[src/hw/rtl/bitmap_page_allocator_macros.svh]
// ----------------------------------------------------------------------------
// bitmap page allocator assertion macros
// shared property wrappers, clocked on clk and disabled while arst_n is low
// ----------------------------------------------------------------------------
`ifndef BITMAP_PAGE_ALLOCATOR_MACROS_SVH
`define BITMAP_PAGE_ALLOCATOR_MACROS_SVH

// same-cycle implication
`define BPA_ASSERT_IMPL(lbl, ante, cons, msg) \
	lbl: assert property (@(posedge clk) disable iff (!arst_n) (ante) |-> (cons)) \
		else $error(msg);

// next-cycle implication
`define BPA_ASSERT_NEXT(lbl, ante, cons, msg) \
	lbl: assert property (@(posedge clk) disable iff (!arst_n) (ante) |=> (cons)) \
		else $error(msg);

`endif

[src/hw/rtl/bpa_pkg.sv]
// ----------------------------------------------------------------------------
// bpa_pkg
// types and constants shared by the bitmap page allocator files
// ----------------------------------------------------------------------------
`default_nettype none

package bpa_pkg;

	// payload widths
	localparam int CMD_W   = 2;
	localparam int ADDR_W  = 24;
	localparam int CNT_W   = 13;
	localparam int ST_W    = 2;
	localparam int LIMIT_W = 13;

	// reset value of the page limit register
	localparam logic [LIMIT_W-1:0] LIMIT_RESET = 13'd4096;

	// byte pattern of eight used pages
	localparam logic [7:0] BYTE_ALL_USED = 8'hFF;

	// request commands
	typedef enum logic [CMD_W-1:0] {
		CMD_ALLOC   = 2'd0,
		CMD_FREE    = 2'd1,
		CMD_RESERVE = 2'd2
	} cmd_t;

	// response status codes
	typedef enum logic [ST_W-1:0] {
		ST_OK     = 2'd0,
		ST_NOFIT  = 2'd1,
		ST_BAD    = 2'd2,
		ST_BEYOND = 2'd3
	} stat_t;

	// request class after decode
	typedef enum logic [1:0] {
		KIND_BAD,
		KIND_ALLOC,
		KIND_MARK,
		KIND_DONE
	} kind_t;

	// controller states
	typedef enum logic [2:0] {
		S_CLEAR,
		S_IDLE,
		S_DECODE,
		S_SCAN,
		S_MARK_RD,
		S_MARK_WR,
		S_RESP
	} state_t;

	// controller to datapath commands
	typedef struct packed {
		logic clr_wr;
		logic load;
		logic decode;
		logic scan_en;
		logic mark_rd;
		logic mark_wr;
		logic rsp_push;
	} bpa_ctl_t;

	// datapath to controller status
	typedef struct packed {
		logic  clr_last;
		kind_t kind;
		logic  found;
		logic  scan_end;
		logic  mark_last;
		logic  rsp_busy;
	} bpa_sts_t;

endpackage

`default_nettype wire

[src/hw/rtl/bpa_ctrl.sv]
// ----------------------------------------------------------------------------
// bpa_ctrl
// sequencer for clearing, scanning, run marking and response hand-off
// ----------------------------------------------------------------------------
`default_nettype none
`include "bitmap_page_allocator_macros.svh"

module bpa_ctrl (
	input  wire                 clk,
	input  wire                 arst_n,
	input  wire                 req_valid,
	output logic                req_ready,
	input  bpa_pkg::bpa_sts_t   sts,
	output bpa_pkg::bpa_ctl_t   ctl
);
	import bpa_pkg::*;

	state_t state_q;
	state_t state_d;

	// state register
	always_ff @(posedge clk or negedge arst_n) begin
		if (!arst_n) begin
			state_q <= S_CLEAR;
		end else begin
			state_q <= state_d;
		end
	end

	// next state and commands
	always_comb begin
		state_d   = state_q;
		ctl       = '0;
		req_ready = 1'b0;
		unique case (state_q)
			S_CLEAR: begin
				ctl.clr_wr = 1'b1;
				if (sts.clr_last) begin
					state_d = S_IDLE;
				end
			end
			S_IDLE: begin
				req_ready = 1'b1;
				if (req_valid) begin
					ctl.load = 1'b1;
					state_d  = S_DECODE;
				end
			end
			S_DECODE: begin
				ctl.decode = 1'b1;
				unique case (sts.kind)
					KIND_ALLOC: state_d = S_SCAN;
					KIND_MARK:  state_d = S_MARK_RD;
					default:    state_d = S_RESP;
				endcase
			end
			S_SCAN: begin
				ctl.scan_en = 1'b1;
				if (sts.found) begin
					state_d = S_MARK_RD;
				end else if (sts.scan_end) begin
					state_d = S_RESP;
				end
			end
			S_MARK_RD: begin
				ctl.mark_rd = 1'b1;
				state_d     = S_MARK_WR;
			end
			S_MARK_WR: begin
				ctl.mark_wr = 1'b1;
				state_d     = sts.mark_last ? S_RESP : S_MARK_RD;
			end
			S_RESP: begin
				if (!sts.rsp_busy) begin
					ctl.rsp_push = 1'b1;
					state_d      = S_IDLE;
				end
			end
			default: begin
				state_d = S_CLEAR;
			end
		endcase
	end

	`BPA_ASSERT_IMPL(a_one_command, 1'b1, $onehot0(ctl), "more than one datapath command")
	`BPA_ASSERT_NEXT(a_push_then_idle, ctl.rsp_push, state_q == S_IDLE, "no return to idle")
	`BPA_ASSERT_NEXT(a_load_then_decode, ctl.load, state_q == S_DECODE, "no decode after load")

endmodule

`default_nettype wire

[config.mk]
export PLATFORM = sky130hd
export DESIGN_NAME = bpa_ctrl
export DESIGN_NICKNAME = d
export VERILOG_FILES = /design/src/hw/rtl/bpa_pkg.sv /design/src/hw/rtl/bpa_ctrl.sv
export VERILOG_INCLUDE_DIRS = /design/src /design/src/hw/rtl
export SDC_FILE = /design/constraint.sdc
export NUM_CORES = 1
export LEC_CHECK = 0
export BUFFER_PORTS_ARGS = -buffer_cell sky130_fd_sc_hd__buf_2
export CORE_AREA = 5 5 42 44
export CTS_CLUSTER_DIAMETER = 100
export DETAILED_ROUTE_END_ITERATION = 8
export DIE_AREA = 0 0 47 49
export PLACE_DENSITY = 0.5
export SLEW_MARGIN = 30
export SYNTH_ARGS = -nofsm -noshare
export SYNTH_HDL_FRONTEND = slang
export SYNTH_SLANG_ARGS = --single-unit
[constraint.sdc]
create_clock -name clk -period 1.3 [get_ports clk]
set_input_delay 0.26 -clock clk [delete_from_list [all_inputs] [get_ports clk]]
set_output_delay 0.26 -clock clk [all_outputs]
set_load 0.01 [all_outputs]
==> impl_metrics.toml <==
[sta]
max_slew_margin = 0.853
rsz0062_at_grt = "true"
hold_viol = 0
period_minus_slack_ns = 1.38
fin_crit_sh = 1.06
finalSetupViolations = 7
worst_slew_pin_slew_ns = 0.218
clock.fmax_ghz = 0.724
fin_ws_ns = -0.0804
finClkSkew_ns = 0.00979
finalMaxSlewViolations = 0

[worst_setup_path]
reg2reg_depth = 5
crit_path_start = "state_q[2]"
cp_cell_sequence = "buf_6 -> and3b_1 -> buf_2"
reg2reg_setup_slack_ns = 0.03
crit_required_ns = 1.04
arrival_ns = 1.12
crit_end = "ctl[3]"
crit_type = "register to output port"
reg2reg_from = "state_q[1]"
cp_slowest_cell = "dfrtp_2"
crit_path_max_incr_delay_ns = 0.44
r2r-end = "state_q[1]"
worstPathMaxFanout = 6
critPathCaptureType = "output port"
startpoint_type = "register"

[global_routing]
grt-ovfl-total = 0
antenna_found_initial = 0
gr-usage-all-layers = 0.0958
grt_max_degree = 11
grt_pass1_wl_um = 1540
grt_pass1_vias = 349

[clock_network]
cts.sinks = 3
insertion_delay_ns = 0.24
cts-root-buf = "clkbuf_4"
htree_levels = 1
cts_tree = "done"
cts_buffers = 3
clkTransAtPathRegs_ns = 0.04
cts_buffer_depth = 2

[layout]
regMostFlops = "state_q"
final_nets = 73
seq_area_um2 = 76.3
fillers = 148
instances_no_fill = 78
drive_gt1_frac = 0.597
most-common-layout-cells = "buf_2, buf_4, nor3b_2, nand2b_1, a31oi_1"
syn_to_final_growth_pct = 83.8
layout_commonest_cell = "buf_2"
largest_reg_flops = 3
diodes = 0
reg_top3 = "state_q: 3 flops"
multi_input_area_um2 = 216
postLayoutCoreUtil = 0.374

[routing]
dr_total_vias = 354
dr.pass1.iters = 2
postRouteAntennaNets = 0
wl_um = 932
via_per_inst = 4.54
drt_iter0_drc = 4
drc = 0
wire_per_inst_um = 11.9

[pwr]
clkPwrFrac = 0.141
p_int_mw = 0.729
peakVddDrop_uv = 1010
leakagePower_nw = 0.258
power_frac_comb = 0.685
switching_share = 0.395
p_sw_mw = 0.476
seqPwrFrac = 0.175
p_per_area_nw_per_um2 = 2300

[min_path]
holdPathStages = 3
hold_class = "input port to register"

[synth]
ys_ff_latch = 3
syn_area_per_cell_um2 = 8.64
ys_warn_count = 0
syn-num-nets = 43
syn_area_um2 = 285
yosysTopAreaCellShare = 0.263
seq_area_frac_synth = 0.263
synth_area_leaders = "dfrtp_1, nor3b_1, or3b_1"
synth_top_area_cell = "dfrtp_1"
syn_inst = 33
yosysUniqueCellTypes = 16

[placement]
io_buffers = 17
hpwlAfterDp_um = 617
gp_congestion = 0.681
place_inst = 67

[run]
drv_cap = 0

[status]
status = "complete, but fails checks"
violations = "negative setup slack"

[floorplan]
io_pins = 18
rows = 14
die_h_um = 49
core_area_um2 = 1400
start_util = 0.204
chipWidth_um = 47
dieArea_um2 = 2300
[per-layer routing]
metal	track usage	wire length, um	vias up
met5	0	0	-
met4	0.0276	0	0
met3	0.0590	52	0
met2	0.158	539	8
met1	0.0967	341	162
li1	-	-	184
[worst max-delay path, delay by kind of cell, from the launching register on]
family	cells	cell delay [ns]
buf+inv	2	0.26
flops	1	0.44
simple gates	1	0.19
[what timing repair did]
action	CTS	global route
endpoints found under the setup margin	8	9
pin swaps	6	1
buffers inserted	5	1
hold buffers	1	0
hold endpoints to repair	3	0
resized for setup	8	1
[power groups by stage]
stage / sequential (mW) / combinational (mW) / clock [mW]
2_1_floorplan: 0.188 / 0.394 / 0
3_3_place_gp: 0.202 / 0.606 / 0
3_5_place_dp: 0.203 / 0.604 / 0
4_1_cts: 0.209 / 0.791 / 0.173
5_1_grt: 0.219 / 0.903 / 0.195
6_report: 0.210 / 0.825 / 0.169
[worst min path at each step]
stage / from / endpoint / slack (ns)
after CTS: sts[1] / state_q[1] / 0.31
after floorplan: arst_n / state_q[0] / -0.04
after detailed placement: arst_n / state_q[1] / 0.06
after global routing: sts[1] / state_q[1] / 0.31
after global placement: arst_n / state_q[1] / 0.06
final: sts[1] / state_q[1] / 0.32
[cell usage after synthesis, drive strengths merged]
cell and number:
nand2b 4, a31oi 4, buf 3, and3b 2, o31ai 1, nor3b 4, o311a 1, nand3b 1
nor3 2, o21ai 1, or3b 3, dfrtp 3, nand4b 1, inv 1, and2 1, a21o 1
[area by class of cell]
type / instances / share of cell area
multi-input cells: 26 / 0.413
repair buffers: 28 / 0.346
flip-flops and latches: 3 / 0.146
clock buffers: 4 / 0.0501
well taps: 16 / 0.0382
inverters: 1 / 0.00716
[metrics by stage]
| stage | hold slack, ns | worst slack [ns] | cell area (um2) | setup TNS [ns] | power, mW |
|---|---|---|---|---|---|
| global route | 0.312 | -0.160 | 524 | -1.03 | 1.32 |
| finish | 0.322 | -0.0804 | 524 | -0.419 | 1.20 |
| global placement | 0.0599 | 0.0981 | 405 | 0 | 0.808 |
| CTS | 0.305 | -0.0951 | 512 | -0.527 | 1.17 |
| floorplan | -0.0356 | 0.0325 | 285 | 0 | 0.582 |
| detailed placement | 0.0589 | 0.0723 | 405 | 0 | 0.806 |
[cells by family (layout without fill, tap and decap cells)]
family,count (synthesis),count (layout),synth area share
buffers and inverters,4,33,0.0658
AND/OR/NAND/NOR,18,18,0.461
AO/OA/AOI/OAI,8,8,0.210
flip-flops,3,3,0.263
Power figures use the tool's default switching activity.
